==> src/hdl/atl_pkg.sv <==
`default_nettype none
package atl_pkg;

  // field widths
  localparam int IN_W    = 16;
  localparam int ANG_W   = 17;
  localparam int OUT_W   = 18;
  localparam int THR_W   = 15;

  // angle format
  localparam int ANGLE_FRAC_BITS = 8;
  localparam int Q16_SHIFT       = 16;
  localparam int ROUND_SHIFT     = Q16_SHIFT - ANGLE_FRAC_BITS;

  // cordic datapath
  localparam int CW           = 28;
  localparam int ZW           = 26;
  localparam int PRE_SHIFT    = 8;
  localparam int CORDIC_STEPS = 18;
  localparam logic signed [ZW-1:0] DEG90_Q16  = ZW'(90 * 65536);
  localparam logic signed [ZW-1:0] DEG180_Q16 = ZW'(180 * 65536);
  localparam logic signed [ZW-1:0] ROUND_HALF = ZW'(1 << (ROUND_SHIFT - 1));
  localparam logic signed [ZW-1:0] ATAN_Q16 [CORDIC_STEPS] = '{
    ZW'(2949120), ZW'(1740967), ZW'(919879), ZW'(466945), ZW'(234379),
    ZW'(117304), ZW'(58666), ZW'(29335), ZW'(14668), ZW'(7334), ZW'(3667),
    ZW'(1833), ZW'(917), ZW'(458), ZW'(229), ZW'(115), ZW'(57), ZW'(29)
  };

  // root and divide units
  localparam int SQ_IN_W   = 48;
  localparam int SQ_ROOT_W = 24;
  localparam int DIV_NUM_W = 25;
  localparam int DIV_DEN_W = 19;

  // smoother: divide by five via reciprocal
  localparam logic [15:0] FIFTH_MUL   = 16'd52429;
  localparam int          FIFTH_SHIFT = 18;

  // board geometry
  localparam int BOARD_PIXELS  = 160;
  localparam int BUBBLE_PIXELS = 24;
  localparam int SPAN          = BOARD_PIXELS - BUBBLE_PIXELS - 8;
  localparam int CENTER        = BOARD_PIXELS / 2 - BUBBLE_PIXELS / 2;
  localparam logic [17:0] CLAMP_ANGLE = 18'(15 << ANGLE_FRAC_BITS);

  // threshold registers
  localparam logic [0:0] REG_LEVEL  = 1'b0;
  localparam logic [0:0] REG_SLIGHT = 1'b1;
  localparam logic [THR_W-1:0] LEVEL_RESET  = THR_W'((3 << ANGLE_FRAC_BITS) / 2);
  localparam logic [THR_W-1:0] SLIGHT_RESET = THR_W'(5 << ANGLE_FRAC_BITS);

  // tilt classes
  localparam logic [1:0] CLASS_LEVEL  = 2'd0;
  localparam logic [1:0] CLASS_SLIGHT = 2'd1;
  localparam logic [1:0] CLASS_STRONG = 2'd2;

  typedef struct packed {
    logic                 vld;
    logic                 tag;
    logic signed [CW-1:0] x;
    logic signed [CW-1:0] y;
    logic signed [ZW-1:0] z;
  } cordic_t;

endpackage
`default_nettype wire

==> src/hdl/atl_div.sv <==
`default_nettype none
module atl_div
  import atl_pkg::*;
(
  input  wire logic                 clk,
  input  wire logic                 rst_n,
  input  wire logic                 start,
  input  wire logic [DIV_NUM_W-1:0] num,
  input  wire logic [DIV_DEN_W-1:0] den,
  output logic                      done,
  output logic [DIV_NUM_W-1:0]      quo
);

  localparam int CNW = $clog2(DIV_NUM_W);

  logic                 busy_r, done_r;
  logic [CNW-1:0]       cnt_r;
  logic [DIV_NUM_W-1:0] num_r;
  logic [DIV_DEN_W-1:0] den_r, rem_r;
  logic [DIV_DEN_W:0]   rem_t, diff;
  logic                 ge;

  // restoring division, one quotient bit per cycle
  assign rem_t = {rem_r, num_r[DIV_NUM_W-1]};
  assign ge    = rem_t >= {1'b0, den_r};
  assign diff  = rem_t - {1'b0, den_r};

  always_ff @(posedge clk) begin
    if (!rst_n) begin
      busy_r <= 1'b0;
      done_r <= 1'b0;
    end else begin
      done_r <= 1'b0;
      if (start) begin
        busy_r <= 1'b1;
        num_r  <= num;
        den_r  <= den;
        rem_r  <= '0;
        cnt_r  <= '0;
      end else if (busy_r) begin
        rem_r <= ge ? diff[DIV_DEN_W-1:0] : rem_t[DIV_DEN_W-1:0];
        num_r <= {num_r[DIV_NUM_W-2:0], ge};
        cnt_r <= cnt_r + 1'b1;
        if (cnt_r == CNW'(DIV_NUM_W - 1)) begin
          busy_r <= 1'b0;
          done_r <= 1'b1;
        end
      end
    end
  end

  assign done = done_r;
  assign quo  = num_r;

endmodule
`default_nettype wire

==> config.mk <==
export PLATFORM = sky130hd
export DESIGN_NAME = atl_div
export DESIGN_NICKNAME = d
export VERILOG_FILES = /design/src/hdl/atl_pkg.sv /design/src/hdl/atl_div.sv
export SDC_FILE = /design/constraint.sdc
export NUM_CORES = 1
export LEC_CHECK = 0
export ABC_CLOCK_PERIOD_IN_PS = 2400
export BUFFER_PORTS_ARGS = -buffer_cell sky130_fd_sc_hd__buf_2
export CORE_MARGIN = 3
export CORE_UTILIZATION = 40
export CTS_CLUSTER_SIZE = 28
export DETAILED_ROUTE_END_ITERATION = 10
export PLACE_DENSITY = 0.61
export REMOVE_ABC_BUFFERS = 1
export SYNTH_ARGS = -nofsm -noshare
export SYNTH_HDL_FRONTEND = slang
export SYNTH_SLANG_ARGS = --single-unit
==> constraint.sdc <==
create_clock -name clk -period 2.4 [get_ports clk]
set_clock_uncertainty 0.1 [all_clocks]
set_input_delay 0.12 -clock clk [delete_from_list [all_inputs] [get_ports clk]]
set_output_delay 0.12 -clock clk [all_outputs]
set_load 0.02 [all_outputs]
==> flow_metrics.env <==
export IMPL_cts_tree="done"
export IMPL_grt_setup_unrepaired="yes"
export IMPL_startpoint_type="flip-flop"
export IMPL_drv_cap=0
export IMPL_postSynthAreaPerCell_sq_um=11.58
export IMPL_viasPerCell=5.253
export IMPL_yosysSeqAreaShare_pct=52.41
export IMPL_drt_total_wl_um=10470
export IMPL_synth_distinct_cells=55
export IMPL_cts_sinks=70
export IMPL_worstPathMaxFanout=6
export IMPL_cts_buffer_depth=2
export IMPL_wl_per_cell_um=15.70
export IMPL_io_buffer_count=72
export IMPL_grt_pass1_wl_um=16730
export IMPL_required_ns=2.46
export IMPL_failed_checks="negative setup slack"
export IMPL_power_mw=3.659
export IMPL_vias=3504
export IMPL_die_x_um=105.7
export IMPL_slew_headroom_pct=70.42
export IMPL_worstSetupPathType="reg2reg"
export IMPL_holdWs_ns=0.2479
export IMPL_syn_inst=343
export IMPL_r2r_cells=7
export IMPL_grt_start_max_net_pins=51
export IMPL_start_util_pct=42.00
export IMPL_crit_arrival_ns=2.68
export IMPL_holdPathStages=3
export IMPL_drt_first_iter_violations=218
export IMPL_ys_seq_elements=70
export IMPL_period_minus_slack_ns=2.625
export IMPL_syn_area_sq_um=3973
export IMPL_ctsHtreeMaxLevel=3
export IMPL_r2r_slack_ns=-0.23
export IMPL_critPathCaptureType="flip-flop"
export IMPL_synth_edf_count=68
export IMPL_gr_max_usage_layer="met2"
export IMPL_synth_flop_cell="edfxtp_1"
export IMPL_grtUsageMet1_pct=24.30
export IMPL_finalHoldViolCount=0
export IMPL_synth_area_leader_cell="edfxtp_1"
export IMPL_fin_nets=602
export IMPL_drc_errors=0
export IMPL_track_usage_pct=18.77
export IMPL_ys_top_cells_by_area="edfxtp_1, mux2_2, ha_1"
export IMPL_cts_buffers=9
export IMPL_grt_pass1_vias=3492
export IMPL_grt_overflow_total=0
export IMPL_hp_class="in2reg"
export IMPL_area_growth_synth_to_final_pct=47.06
export IMPL_synth_most_common_cell="edfxtp_1"
export IMPL_core_sq_um=9459
export IMPL_dr_pass1_iters=5
export IMPL_synth_top_cells_by_count="edfxtp_1, inv_1, mux2_2"
export IMPL_met3_usage_pct=4.532
export IMPL_clock_latency_ns=0.35
export IMPL_powerDensity_nw_per_um2=626.3
export IMPL_peakVddDrop_mv=0.3923
export IMPL_power_leakage_nw=2.437
export IMPL_antenna_found_initial=0
export IMPL_rows=35
export IMPL_utilization_pct=61.76
export IMPL_fmax_mhz=380.9
export IMPL_hpwl_um=7033
export IMPL_synth_top_cell_area_share_pct=51.40
export IMPL_dieArea_sq_um=11160
export IMPL_fp_dieH_um=105.7
export IMPL_diodes=0
export IMPL_yosysWarnings=0
export IMPL_path_clk_slew_ns=0.08
export IMPL_finalSetupViolations=20
export IMPL_met2_usage_pct=31.79
export IMPL_cts_root_buf="clkbuf_8"
export IMPL_slew_violations=0
export IMPL_status="finished with violations"
export IMPL_ant_nets=0
export IMPL_place_gp_congestion=0.8924
export IMPL_async_flop_share_pct=0
export IMPL_setup_slack_ns=-0.2252
export IMPL_pin_count=73
export IMPL_worstMarginPinSlew_ns=0.4391
export IMPL_drive_above_1_share_pct=39.96
export IMPL_fin_crit_sh_pct=109.4
## layout by cell type (no fill, tap or decap), types with 5 or more instances in the layout
cell type and n:
a21oi_1 23, buf_2 72, buf_4 64, dlygate4sd3_1 45, xnor2_1 6, nand3_1 13, a211oi_1 7, o21a_1 7
ha_1 17, edfxtp_1 68, mux2_2 24, nor2_1 16, inv_1 26, a21o_1 5, buf_6 5, or3_1 5
xor2_1 5, nor3_1 8, o21ai_0 13, nand2_1 19, clkbuf_8 9
## final cells by class
class                      count  area, sq um
tap                          129        161.4
sequential                    70         2082
inverter                      27        101.3
multi-input combinational    237         1919
clock buffer                  10        127.6
timing repair buffer         188         1388
fill                         806         3617
clock inverter                 6        62.56
## timing repair
item | CTS | global route
pin swaps | 23 | 16
gates resized for setup | 24 | 12
hold buffers | 45 | 0
endpoints found under the setup margin | 20 | 20
buffers inserted | 7 | 6
endpoints found under the hold margin | 45 | 0
## per-layer routing
layer,vias up,wire [um]
li1,1701,-
met2,128,5054
met3,9,696
met1,1666,4615
met4,0,103
met5,-,0
## cell families (layout without fill, tap and decap cells)
group | Yosys count | in the layout | synth area share [%]
and+or+nand+nor | 81 | 81 | 9.953
buffers and inverters | 36 | 231 | 3.654
muxes | 25 | 25 | 7.087
AOI/OAI and AO/OA | 98 | 98 | 17.36
DFF | 70 | 70 | 52.41
xor gates and xnor gates | 11 | 11 | 2.425
adders and majority gates | 22 | 22 | 7.118
## flip-flops by register name, indices dropped and copies added, names as in the netlist
| signal | flops |
|---|---|
| done | 1 |
| busy_r | 1 |
| cnt_r | 5 |
| quo | 25 |
| den_r | 19 |
| rem_r | 19 |
## through the flow
stage	setup slack [ns]	cells	instance area [sq um]	TNS, ns
finish	-0.2252	667	5842	-3.111
global route	-0.3297	667	5842	-5.263
CTS	-0.1757	661	5743	-2.454
detailed placement	-0.2403	594	4907	-3.210
global placement	-0.1663	594	4907	-2.151
floorplan	-0.4049	334	3929	-6.025
## path summary, 6_finish.rpt
| check | start | endpoint |
|---|---|---|
| max reg2reg | rem_r[9] | rem_r[10] |
| min | start | done |
| min reg2reg | busy_r | done |
| max | rem_r[9] | rem_r[10] |
## critical path, cell delays in order (launching register included)
cell	delay [ns]
edfxtp_1	0.45
ha_4	0.30
nand4_1	0.15
or4_4	0.57
a311oi_4	0.38
buf_6	0.18
nor3_2	0.05
a211oi_1	0.25
## power by group
part / total [mW] / switching, mW / internal (mW) / leakage (nW)
clock: 0.979 / 0.499 / 0.480 / 0.100
sequential: 1.52 / 0.0513 / 1.47 / 0.667
combinational: 1.16 / 0.584 / 0.578 / 1.67
No activity file was read; power rests on OpenSTA's default activity.
