File: src/hdl/atl_pkg.sv
`default_nettype none
package atl_pkg;

  // field widths
  localparam int IN_W    = 16;
  localparam int ANG_W   = 17;
  localparam int OUT_W   = 18;
  localparam int THR_W   = 15;

  // angle format
  localparam int ANGLE_FRAC_BITS = 8;
  localparam int Q16_SHIFT       = 16;
  localparam int ROUND_SHIFT     = Q16_SHIFT - ANGLE_FRAC_BITS;

  // cordic datapath
  localparam int CW           = 28;
  localparam int ZW           = 26;
  localparam int PRE_SHIFT    = 8;
  localparam int CORDIC_STEPS = 18;
  localparam logic signed [ZW-1:0] DEG90_Q16  = ZW'(90 * 65536);
  localparam logic signed [ZW-1:0] DEG180_Q16 = ZW'(180 * 65536);
  localparam logic signed [ZW-1:0] ROUND_HALF = ZW'(1 << (ROUND_SHIFT - 1));
  localparam logic signed [ZW-1:0] ATAN_Q16 [CORDIC_STEPS] = '{
    ZW'(2949120), ZW'(1740967), ZW'(919879), ZW'(466945), ZW'(234379),
    ZW'(117304), ZW'(58666), ZW'(29335), ZW'(14668), ZW'(7334), ZW'(3667),
    ZW'(1833), ZW'(917), ZW'(458), ZW'(229), ZW'(115), ZW'(57), ZW'(29)
  };

  // root and divide units
  localparam int SQ_IN_W   = 48;
  localparam int SQ_ROOT_W = 24;
  localparam int DIV_NUM_W = 25;
  localparam int DIV_DEN_W = 19;

  // smoother: divide by five via reciprocal
  localparam logic [15:0] FIFTH_MUL   = 16'd52429;
  localparam int          FIFTH_SHIFT = 18;

  // board geometry
  localparam int BOARD_PIXELS  = 160;
  localparam int BUBBLE_PIXELS = 24;
  localparam int SPAN          = BOARD_PIXELS - BUBBLE_PIXELS - 8;
  localparam int CENTER        = BOARD_PIXELS / 2 - BUBBLE_PIXELS / 2;
  localparam logic [17:0] CLAMP_ANGLE = 18'(15 << ANGLE_FRAC_BITS);

  // threshold registers
  localparam logic [0:0] REG_LEVEL  = 1'b0;
  localparam logic [0:0] REG_SLIGHT = 1'b1;
  localparam logic [THR_W-1:0] LEVEL_RESET  = THR_W'((3 << ANGLE_FRAC_BITS) / 2);
  localparam logic [THR_W-1:0] SLIGHT_RESET = THR_W'(5 << ANGLE_FRAC_BITS);

  // tilt classes
  localparam logic [1:0] CLASS_LEVEL  = 2'd0;
  localparam logic [1:0] CLASS_SLIGHT = 2'd1;
  localparam logic [1:0] CLASS_STRONG = 2'd2;

  typedef struct packed {
    logic                 vld;
    logic                 tag;
    logic signed [CW-1:0] x;
    logic signed [CW-1:0] y;
    logic signed [ZW-1:0] z;
  } cordic_t;

endpackage
`default_nettype wire

File: src/hdl/atl_cordic_cell.sv
`default_nettype none
module atl_cordic_cell
  import atl_pkg::*;
#(
  parameter int                   SHIFT = 0,
  parameter logic signed [ZW-1:0] ATAN  = '0
) (
  input  wire logic    clk,
  input  wire logic    rst_n,
  input  wire cordic_t cell_in,
  output cordic_t      cell_out
);

  logic signed [CW-1:0] x_in, y_in;
  logic signed [ZW-1:0] z_in;
  cordic_t stage_r, stage_nxt;

  assign x_in = cell_in.x;
  assign y_in = cell_in.y;
  assign z_in = cell_in.z;

  // one vectoring micro-rotation
  always_comb begin
    stage_nxt = cell_in;
    if (y_in > 0) begin
      stage_nxt.x = x_in + (y_in >>> SHIFT);
      stage_nxt.y = y_in - (x_in >>> SHIFT);
      stage_nxt.z = z_in + ATAN;
    end else begin
      stage_nxt.x = x_in - (y_in >>> SHIFT);
      stage_nxt.y = y_in + (x_in >>> SHIFT);
      stage_nxt.z = z_in - ATAN;
    end
  end

  always_ff @(posedge clk) begin
    if (!rst_n) begin
      stage_r.vld <= 1'b0;
    end else begin
      stage_r <= stage_nxt;
    end
  end

  assign cell_out = stage_r;

endmodule
`default_nettype wire

File: config.mk
export PLATFORM = sky130hd
export DESIGN_NAME = atl_cordic_cell
export DESIGN_NICKNAME = d
export VERILOG_FILES = /design/src/hdl/atl_pkg.sv /design/src/hdl/atl_cordic_cell.sv
export SDC_FILE = /design/constraint.sdc
export NUM_CORES = 1
export LEC_CHECK = 0
export ABC_CLOCK_PERIOD_IN_PS = 3650
export BUFFER_PORTS_ARGS = -buffer_cell sky130_fd_sc_hd__buf_2
export CAP_MARGIN = 40
export CORE_ASPECT_RATIO = 1.2
export CORE_MARGIN = 2
export CORE_UTILIZATION = 40
export DETAILED_ROUTE_END_ITERATION = 16
export MAX_ROUTING_LAYER = met4
export PLACE_DENSITY_LB_ADDON = 0.15
export SLEW_MARGIN = 20
export SYNTH_ARGS = -nofsm -noshare
export SYNTH_HDL_FRONTEND = slang
export SYNTH_SLANG_ARGS = --single-unit
File: constraint.sdc
create_clock -name clk -period 3.65 [get_ports clk]
set_input_delay 0.5475 -clock clk [delete_from_list [all_inputs] [get_ports clk]]
set_output_delay 0.5475 -clock clk [all_outputs]
set_load 0.005 [all_outputs]
==> impl_metrics.env <==
export IMPL_result_of_the_run="complete, no violations"
export IMPL_power_w=0.00340
export IMPL_flow_area_growth_from_synthesis_pct=22.3
export IMPL_cts_tree="done"
export IMPL_synth_area_per_cell_um2=8.91
export IMPL_worst_setup_path_type="input pin to flip-flop"
export IMPL_finish_net_count=1193
export IMPL_detailroute_via_count=6961
export IMPL_detail_route_antenna_nets=0
export IMPL_flip_flop_count_of_the_largest_register_all_copies_and_words_added=83
export IMPL_critical_path_slowest_cell="sky130_fd_sc_hd__nor4_1"
export IMPL_pin_count_of_the_biggest_net_entering_global_routing=57
export IMPL_postSynthRegisterBits=83
export IMPL_achievable_frequency_ghz=0.312
export IMPL_syn_instance_count=826
export IMPL_clock_sink_count=83
export IMPL_ctsLongestPathBuffers=2
export IMPL_layout_drive_gt1_share_pct=24.6
export IMPL_worst_pin_slew_ps=726
export IMPL_finalHoldViolCount=0
export IMPL_period_utilization_post_route_pct=87.9
export IMPL_timing_final_setup_violations=0
export IMPL_synth_enable_flop_cells=82
export IMPL_stdcell_area_um2=9000
export IMPL_cell_area_after_synthesis_um2=7360
export IMPL_post_dp_cell_area_um2=8690
export IMPL_cp_arrival_ps=3310
export IMPL_route_final_wire_length_um=23900
export IMPL_number_of_cell_rows=54
export IMPL_timing_setup_tns_ps=0
export IMPL_flip_flop_cell_with_the_highest_count_after_synthesis="sky130_fd_sc_hd__edfxtp_1"
export IMPL_wire_per_inst_um=19.2
export IMPL_cts_made_buffers=9
export IMPL_wire_length_of_the_first_global_routing_pass_um=37000
export IMPL_max_vdd_ir_drop_mv=0.224
export IMPL_antenna_found_initial=0
export IMPL_post_cts_resized=0
export IMPL_ioPinCount=170
export IMPL_critPathCaptureType="flip-flop"
export IMPL_post_route_util_pct=49.7
export IMPL_violation_count_after_the_first_detailed_routing_iteration=490
export IMPL_antennaDiodeCount=0
export IMPL_grt_setup_unrepaired="false"
export IMPL_setup_worst_path_start_class="input pin"
export IMPL_critical_path_cell_chain="buf_2 -> inv_1 -> ha_1 -> nor4_1 -> nand4_1 -> nor3_1 -> and3_1 -> a211oi_1 -> o41ai_1 -> a32oi_1 -> xor2_1"
export IMPL_post_synth_top_area_cell="sky130_fd_sc_hd__edfxtp_1"
export IMPL_portBuffers=169
export IMPL_timing_critical_path_from="cell_in[44]"
export IMPL_slew_viol_final=0
export IMPL_synth_net_count=1005
export IMPL_synth_async_sr_flop_share_pct=0
export IMPL_timing_final_crit_period_ps=3210
export IMPL_clk_pin_slew_worst_paths_ps=70
export IMPL_p_leak_nw=4.08
export IMPL_core_region_um2=18100
export IMPL_via_per_inst=5.60
export IMPL_synth_area_top_cells="sky130_fd_sc_hd__edfxtp_1, sky130_fd_sc_hd__ha_1, sky130_fd_sc_hd__a21oi_1"
export IMPL_gr_usage_total_pct=25.1
export IMPL_cts_root_buffer="sky130_fd_sc_hd__clkbuf_16"
export IMPL_number_of_remaining_drc_errors=0
export IMPL_yosysUniqueCellTypes=67
export IMPL_hold_path_class="input pin to flip-flop"
export IMPL_worst_slew_margin_rel_pct=51.1
export IMPL_die_w_um=128
export IMPL_synth_seq_area_share_pct=33.7
export IMPL_critical_path_max_stage_delay_ps=700
export IMPL_yosys_top_cells_count="sky130_fd_sc_hd__a21oi_1, sky130_fd_sc_hd__ha_1, sky130_fd_sc_hd__edfxtp_1"
export IMPL_vias_in_the_first_global_route=6693
export IMPL_die_extent_in_y_um=153
export IMPL_yosys_warnings=0
export IMPL_routabilityCongestion=0.981
export IMPL_die_area_um2=19500
export IMPL_worst_hold_slack_ps=372
export IMPL_ctsHoldBuffers=0
export IMPL_postCtsSetupRepairBufs=0
export IMPL_crit_fanout=9
export IMPL_timing_critical_path_required_ps=3750
export IMPL_grt_overflow_total=0
export IMPL_cts_htree_levels=3
export IMPL_critPathCapture="cell_out[52]"
export IMPL_start_util_pct=40.7
export IMPL_synthDominantCellAreaShare_pct=33.4
export IMPL_timing_max_cap_violations=0
export IMPL_firstDrtPassIters=6
export IMPL_pwr_cell_area_nw_per_um2=377
export IMPL_dp_hpwl_um=19400
[area by class of cell]
type | count | area [um2]
clock buffer | 11 | 253
clock inverter | 5 | 60.1
fill | 1781 | 9100
inverter | 86 | 323
multi-input combinational | 620 | 4410
sequential | 83 | 2480
tap | 224 | 280
timing repair buffer | 214 | 1200
[cells in the final DEF, fill, tap and decap left out, drive strengths merged, types with 10 or more instances in the layout]
cell type and count:
nand3 10, xnor2 46, a211oi 10, o211ai 13, nand2 44, nor3 13
buf 214, o31ai 11, o21bai 20, a21oi 91, o21ai 62, edfxtp 82
clkbuf 11, a21o 17, nor2 60, inv 87, ha 90, nor2b 11
[routing by layer]
metal  vias up  wire, um  GRT usage [%]
li1       3338         -              -
met1      3326     10500           31.7
met2       260     11500           41.1
met3        37      1340           3.58
met4         0       612           8.63
met5         -         0              -
[cells by family (layout without fill, tap and decap cells)]
logic type	count (synthesis)	after routing	share of synthesized area, %
buf+inv	123	316	6.63
flops	83	83	33.7
fa+ha+maj	93	93	16.1
simple gates	196	196	13.1
xor+xnor	53	53	6.30
mux	7	7	0.952
compound gates	271	271	23.2
[power breakdown]
part | switching, W | total (W) | internal, W
clock | 0.000411 | 0.000982 | 0.000571
sequential | 0.0000301 | 0.00125 | 0.00122
combinational | 0.000686 | 0.00116 | 0.000477
[stage by stage]
step	setup WS, ps	instances
2_1_floorplan	864	826
4_1_cts	445	1243
6_report	440	1243
5_1_grt	222	1243
3_3_place_gp	91.5	1227
3_5_place_dp	81.3	1227
[critical path, delay by kind of cell]
kind,cells,cell delay (ps)
adder cells (fa/ha/maj),1,460
XOR/XNOR,1,160
AO/OA/AOI/OAI,3,640
buffers and inverters,2,180
AND/OR/NAND/NOR,4,1310
[worst min path at each step]
stage	from	to	slack, ps	depth (start not counted)
2_1_floorplan	cell_in[0]	cell_out[0]	650	0
3_3_place_gp	cell_in[4]	cell_out[4]	720	1
3_5_place_dp	cell_in[24]	cell_out[24]	730	1
4_1_cts	cell_in[3]	cell_out[3]	360	1
5_1_grt	cell_in[3]	cell_out[3]	360	1
6_report	cell_in[24]	cell_out[24]	370	1
Power figures use the tool's default switching activity.
