[src/hdl/atl_pkg.sv]
`default_nettype none
package atl_pkg;

  // field widths
  localparam int IN_W    = 16;
  localparam int ANG_W   = 17;
  localparam int OUT_W   = 18;
  localparam int THR_W   = 15;

  // angle format
  localparam int ANGLE_FRAC_BITS = 8;
  localparam int Q16_SHIFT       = 16;
  localparam int ROUND_SHIFT     = Q16_SHIFT - ANGLE_FRAC_BITS;

  // cordic datapath
  localparam int CW           = 28;
  localparam int ZW           = 26;
  localparam int PRE_SHIFT    = 8;
  localparam int CORDIC_STEPS = 18;
  localparam logic signed [ZW-1:0] DEG90_Q16  = ZW'(90 * 65536);
  localparam logic signed [ZW-1:0] DEG180_Q16 = ZW'(180 * 65536);
  localparam logic signed [ZW-1:0] ROUND_HALF = ZW'(1 << (ROUND_SHIFT - 1));
  localparam logic signed [ZW-1:0] ATAN_Q16 [CORDIC_STEPS] = '{
    ZW'(2949120), ZW'(1740967), ZW'(919879), ZW'(466945), ZW'(234379),
    ZW'(117304), ZW'(58666), ZW'(29335), ZW'(14668), ZW'(7334), ZW'(3667),
    ZW'(1833), ZW'(917), ZW'(458), ZW'(229), ZW'(115), ZW'(57), ZW'(29)
  };

  // root and divide units
  localparam int SQ_IN_W   = 48;
  localparam int SQ_ROOT_W = 24;
  localparam int DIV_NUM_W = 25;
  localparam int DIV_DEN_W = 19;

  // smoother: divide by five via reciprocal
  localparam logic [15:0] FIFTH_MUL   = 16'd52429;
  localparam int          FIFTH_SHIFT = 18;

  // board geometry
  localparam int BOARD_PIXELS  = 160;
  localparam int BUBBLE_PIXELS = 24;
  localparam int SPAN          = BOARD_PIXELS - BUBBLE_PIXELS - 8;
  localparam int CENTER        = BOARD_PIXELS / 2 - BUBBLE_PIXELS / 2;
  localparam logic [17:0] CLAMP_ANGLE = 18'(15 << ANGLE_FRAC_BITS);

  // threshold registers
  localparam logic [0:0] REG_LEVEL  = 1'b0;
  localparam logic [0:0] REG_SLIGHT = 1'b1;
  localparam logic [THR_W-1:0] LEVEL_RESET  = THR_W'((3 << ANGLE_FRAC_BITS) / 2);
  localparam logic [THR_W-1:0] SLIGHT_RESET = THR_W'(5 << ANGLE_FRAC_BITS);

  // tilt classes
  localparam logic [1:0] CLASS_LEVEL  = 2'd0;
  localparam logic [1:0] CLASS_SLIGHT = 2'd1;
  localparam logic [1:0] CLASS_STRONG = 2'd2;

  typedef struct packed {
    logic                 vld;
    logic                 tag;
    logic signed [CW-1:0] x;
    logic signed [CW-1:0] y;
    logic signed [ZW-1:0] z;
  } cordic_t;

endpackage
`default_nettype wire

[src/hdl/atl_isqrt.sv]
`default_nettype none
module atl_isqrt
  import atl_pkg::*;
(
  input  wire logic               clk,
  input  wire logic               rst_n,
  input  wire logic               start,
  input  wire logic [SQ_IN_W-1:0] radicand,
  output logic                    done,
  output logic [SQ_ROOT_W-1:0]    root
);

  localparam int RW  = SQ_ROOT_W + 3;
  localparam int CNW = $clog2(SQ_ROOT_W);

  logic                 busy_r, done_r;
  logic [CNW-1:0]       cnt_r;
  logic [SQ_IN_W-1:0]   sh_r;
  logic [RW-1:0]        rem_r, rem_t, trial;
  logic [SQ_ROOT_W-1:0] root_r;
  logic                 ge;

  // one root bit per cycle
  assign rem_t = {rem_r[RW-3:0], sh_r[SQ_IN_W-1 -: 2]};
  assign trial = {1'b0, root_r, 2'b01};
  assign ge    = rem_t >= trial;

  always_ff @(posedge clk) begin
    if (!rst_n) begin
      busy_r <= 1'b0;
      done_r <= 1'b0;
    end else begin
      done_r <= 1'b0;
      if (start) begin
        busy_r <= 1'b1;
        sh_r   <= radicand;
        rem_r  <= '0;
        root_r <= '0;
        cnt_r  <= '0;
      end else if (busy_r) begin
        sh_r   <= sh_r << 2;
        rem_r  <= ge ? rem_t - trial : rem_t;
        root_r <= {root_r[SQ_ROOT_W-2:0], ge};
        cnt_r  <= cnt_r + 1'b1;
        if (cnt_r == CNW'(SQ_ROOT_W - 1)) begin
          busy_r <= 1'b0;
          done_r <= 1'b1;
        end
      end
    end
  end

  assign done = done_r;
  assign root = root_r;

endmodule
`default_nettype wire

[config.mk]
export PLATFORM = sky130hd
export DESIGN_NAME = atl_isqrt
export DESIGN_NICKNAME = d
export VERILOG_FILES = /design/src/hdl/atl_pkg.sv /design/src/hdl/atl_isqrt.sv
export SDC_FILE = /design/constraint.sdc
export NUM_CORES = 1
export LEC_CHECK = 0
export BUFFER_PORTS_ARGS = -buffer_cell sky130_fd_sc_hd__buf_2
export CAP_MARGIN = 20
export CORE_MARGIN = 3
export CORE_UTILIZATION = 58
export DETAILED_ROUTE_END_ITERATION = 10
export PLACE_DENSITY = 0.85
export SLEW_MARGIN = 10
export SYNTH_ARGS = -nofsm -noshare
export SYNTH_HDL_FRONTEND = slang
export SYNTH_SLANG_ARGS = --single-unit
[constraint.sdc]
create_clock -name clk -period 6.9 [get_ports clk]
set_input_delay 0.345 -clock clk [delete_from_list [all_inputs] [get_ports clk]]
set_output_delay 0.345 -clock clk [all_outputs]
set_load 0.05 [all_outputs]
==> summary.md <==
| Metric | Value |
|---|---|
| Die height | `105.1 um` |
| Largest cells by area after synthesis | `edfxtp_1 (54%), mux2_2 (9.1%), ha_1 (5.9%)` |
| Yosys top cell area share | `53.75%` |
| Longest Clk Path Bufs | `2` |
| RSZ-0062 raised after global routing | `false` |
| Grt total ovfl | `0` |
| Antenna violations before repair | `0` |
| Drt wl/cell | `16.02 um` |
| CP Capture Point | `rem_r[24]$_SDFFCE_PP0P_` |
| Synthesis-to-layout area growth | `11.81%` |
| Vias | `3,791` |
| Cell variety after synth | `56` |
| Initial Utilization | `60.80%` |
| Die X | `105.1 um` |
| Largest net degree at the start of global routing | `81` |
| Mapped Cells | `470` |
| Initial DRC count | `125` |
| Final Max Tran Viols | `0` |
| Total CTS buffers | `9` |
| Syn_area_per_cell | `12.12 um^2` |
| Final setup violation count | `0` |
| CP required | `7.03 ns` |
| Startpoint types | `register` |
| Cells along the critical path | `ha_1, a21oi_1, o21ai_1, nor3_1, nand3b_2, a311oi_4, o21ai_4, buf_16, and2_2, a21o_1` |
| I/O Buffers | `75` |
| Setup crit start | `rem_r[16]$_SDFFCE_PP0P_` |
| VDD IR max | `0.1644 mV` |
| Status | `completed` |
| Root buffer cell | `clkbuf_8` |
| Final min period | `3.027 ns` |
| Final net count | `620` |
| Area leader, netlist | `edfxtp_1` |
| Post-Route WL | `10,830 um` |
| Fmax | `330.3 MHz` |
| Syn_nets | `548` |
| TNS Setup | `0 ns` |
| Final Cell Area | `0.006371 mm^2` |
| CP max FO | `24` |
| Post-DP HPWL | `7798 um` |
| Ports | `76` |
| Top delay family on crit path | `compound AO/OA/AOI/OAI gates` |
| Worst path max stage delay | `0.47 ns` |
| Compound-Gate Fraction of Synth Area | `10.47%` |
| Post-synthesis simple-gate area fraction | `10.21%` |
| Layout cell share with drive strength beyond 1 | `29.07%` |
| Tightest hold margin | `0.2427 ns` |
| Largest family of logic cells by synthesized area | `multiplexers` |
| First-pass GRT wire length | `18,420 um` |
| H-tree depth | `3` |
| Final core occ | `67.98%` |
| Gr usage total | `20.74%` |
| Worst-path clk slew | `0.10 ns` |
| Worst r2r dst | `rem_r[24]$_SDFFCE_PP0P_` |
| Post-Synth Adder-Cell Area | `5.929%` |
| Synth Register Bits | `104` |
| Reg-to-reg slack, setup | `3.87 ns` |
| R2r startpoint | `rem_r[16]$_SDFFCE_PP0P_` |
| Critical path's slowest cell | `edfxtp_1` |
| Crit path capture type | `register` |
| Post-synth top cells | `edfxtp_1 (102), nor2_1 (61), mux2_2 (46)` |
| Ant diodes | `0` |
| Clk Latency, worst-skew pair | `0.37 ns` |
| Worst min-delay path category | `in -> reg` |
| Hold-fix buffers, CTS | `0` |
| Final worst path period share | `43.87%` |
| Antenna Nets Post-Route | `0` |
| PD cells | `241.4 mW/mm^2` |
| Final Total Pwr | `1538 uW` |
| Post-cts repair resize count | `0` |
| Core area | `0.009371 mm^2` |
| Post-route DRC violation count | `0` |
| Total die area | `0.01105 mm^2` |
| Slew headroom | `32.82%` |
| Vias per cell | `5.608` |
| Seq/Total Area, Yosys | `54.46%` |
| Critical path depth | `10` |
| Mux share of post-synthesis cell area | `11.73%` |
| CP Buf/Inv Count | `1` |
| Worst reg2reg path depth | `10` |
| Clk_skew | `0.01101 ns` |
| Worst-margin pin slew | `1.008 ns` |
| EDFF count, synth | `102` |
| Row Count | `35` |
| Mapped Area | `0.005698 mm^2` |
| First-pass iteration count of the detailed router | `7` |
| Most frequent cell after synthesis | `edfxtp_1` |
| Postcts setup bufs | `0` |
| DP Area | `0.006158 mm^2` |
| Max-cap violations | `0` |
| Post-Synth XOR/XNOR Area | `3.382%` |
| Prevailing post-synth register cell | `edfxtp_1` |
| RD Place Congestion | `0.9448` |
| Kind of critical path | `reg -> reg` |
| Synth warn | `0` |
| Crit path arrival time | `3.16 ns` |
| Share of synthesized registers carrying an async set or reset | `0%` |
| TritonCTS clock tree | `done` |
| Vias in the first global route | `3,803` |
| Final Hold Fails | `0` |
| Clock sink count | `104` |
| Leakage | `0.002606 uW` |
[state kept, by name (all words and copies together) (netlist names)]
name,flops
busy_r,1
cnt_r,5
done,1
rem_r,25
root,24
sh_r,48
[area by class of cell]
cell class / instances / area, um^2
fillers: 728 / 3000
clock inverters: 6 / 57.56
well taps: 129 / 161.4
multi-input cells: 318 / 2385
inverters: 31 / 116.4
clock buffers: 10 / 127.6
flip-flops and latches: 104 / 3103
repair buffers: 78 / 420.4
[cells in the final DEF (no fill, tap or decap), drive strengths merged, types with 5 or more instances in the layout]
cell type and count:
a211oi 5, a21o 9, a21oi 23, and2 6, buf 78, clkbuf 10, edfxtp 102, ha 27
inv 36, mux2 46, mux2i 15, nand2 20, nand3 11, nor2 64, o211ai 5, o21a 6
o21ai 14, xnor2 13, xor2 9
[power breakdown]
group	total, uW	switching [uW]	internal [uW]
combinational	388	227	161
sequential	778	21.4	757
clock	371	230	142
total	1540	479	1060
[kinds of logic (layout without fill, tap and decap cells)]
group / Yosys count / after routing
AOI/OAI and AO/OA: 81 / 81
xor gates and xnor gates: 22 / 22
adders and majority gates: 27 / 27
buffers and inverters: 48 / 125
DFF: 104 / 104
muxes: 61 / 61
and+or+nand+nor: 127 / 127
[how the worst min path moves through the flow]
stage / slack [ns] / endpoint / start / depth (start not counted)
finish: 0.24 / done$_SDFF_PP0_ / rst_n / 2
CTS: 0.23 / done$_SDFF_PP0_ / rst_n / 2
global route: 0.25 / sh_r[1]$_SDFFCE_PN0P_ / radicand[1] / 2
global placement: 0.48 / done$_SDFF_PP0_ / busy_r$_SDFF_PN0_ / 1
floorplan: 0.45 / done$_SDFF_PP0_ / busy_r$_SDFF_PN0_ / 1
detailed placement: 0.48 / done$_SDFF_PP0_ / busy_r$_SDFF_PN0_ / 1
[worst register-to-register path, stage by stage (launching register included)]
cell      delay [ns]
edfxtp_1        0.47
ha_1            0.40
a21oi_1         0.25
o21ai_1         0.14
nor3_1          0.20
nand3b_2        0.15
a311oi_4        0.35
o21ai_4         0.21
buf_16          0.24
and2_2          0.22
a21o_1          0.17
[through the flow]
step,std cells,setup slack [ns]
after global placement,659,3.728
after floorplan,470,3.424
after global routing,676,3.631
after CTS,675,3.609
after detailed placement,659,3.598
final,676,3.873
[layer usage]
layer	share of wire, %	vias up	GRT usage [%]	wire length (um)
li1	-	1864	-	-
met3	8.2	12	6.547	884
met5	0	-	0	0
met4	1.2	0	4.967	132
met2	49	117	34.33	5277
met1	42	1798	26.70	4537
(Power assumes the default switching activity.)
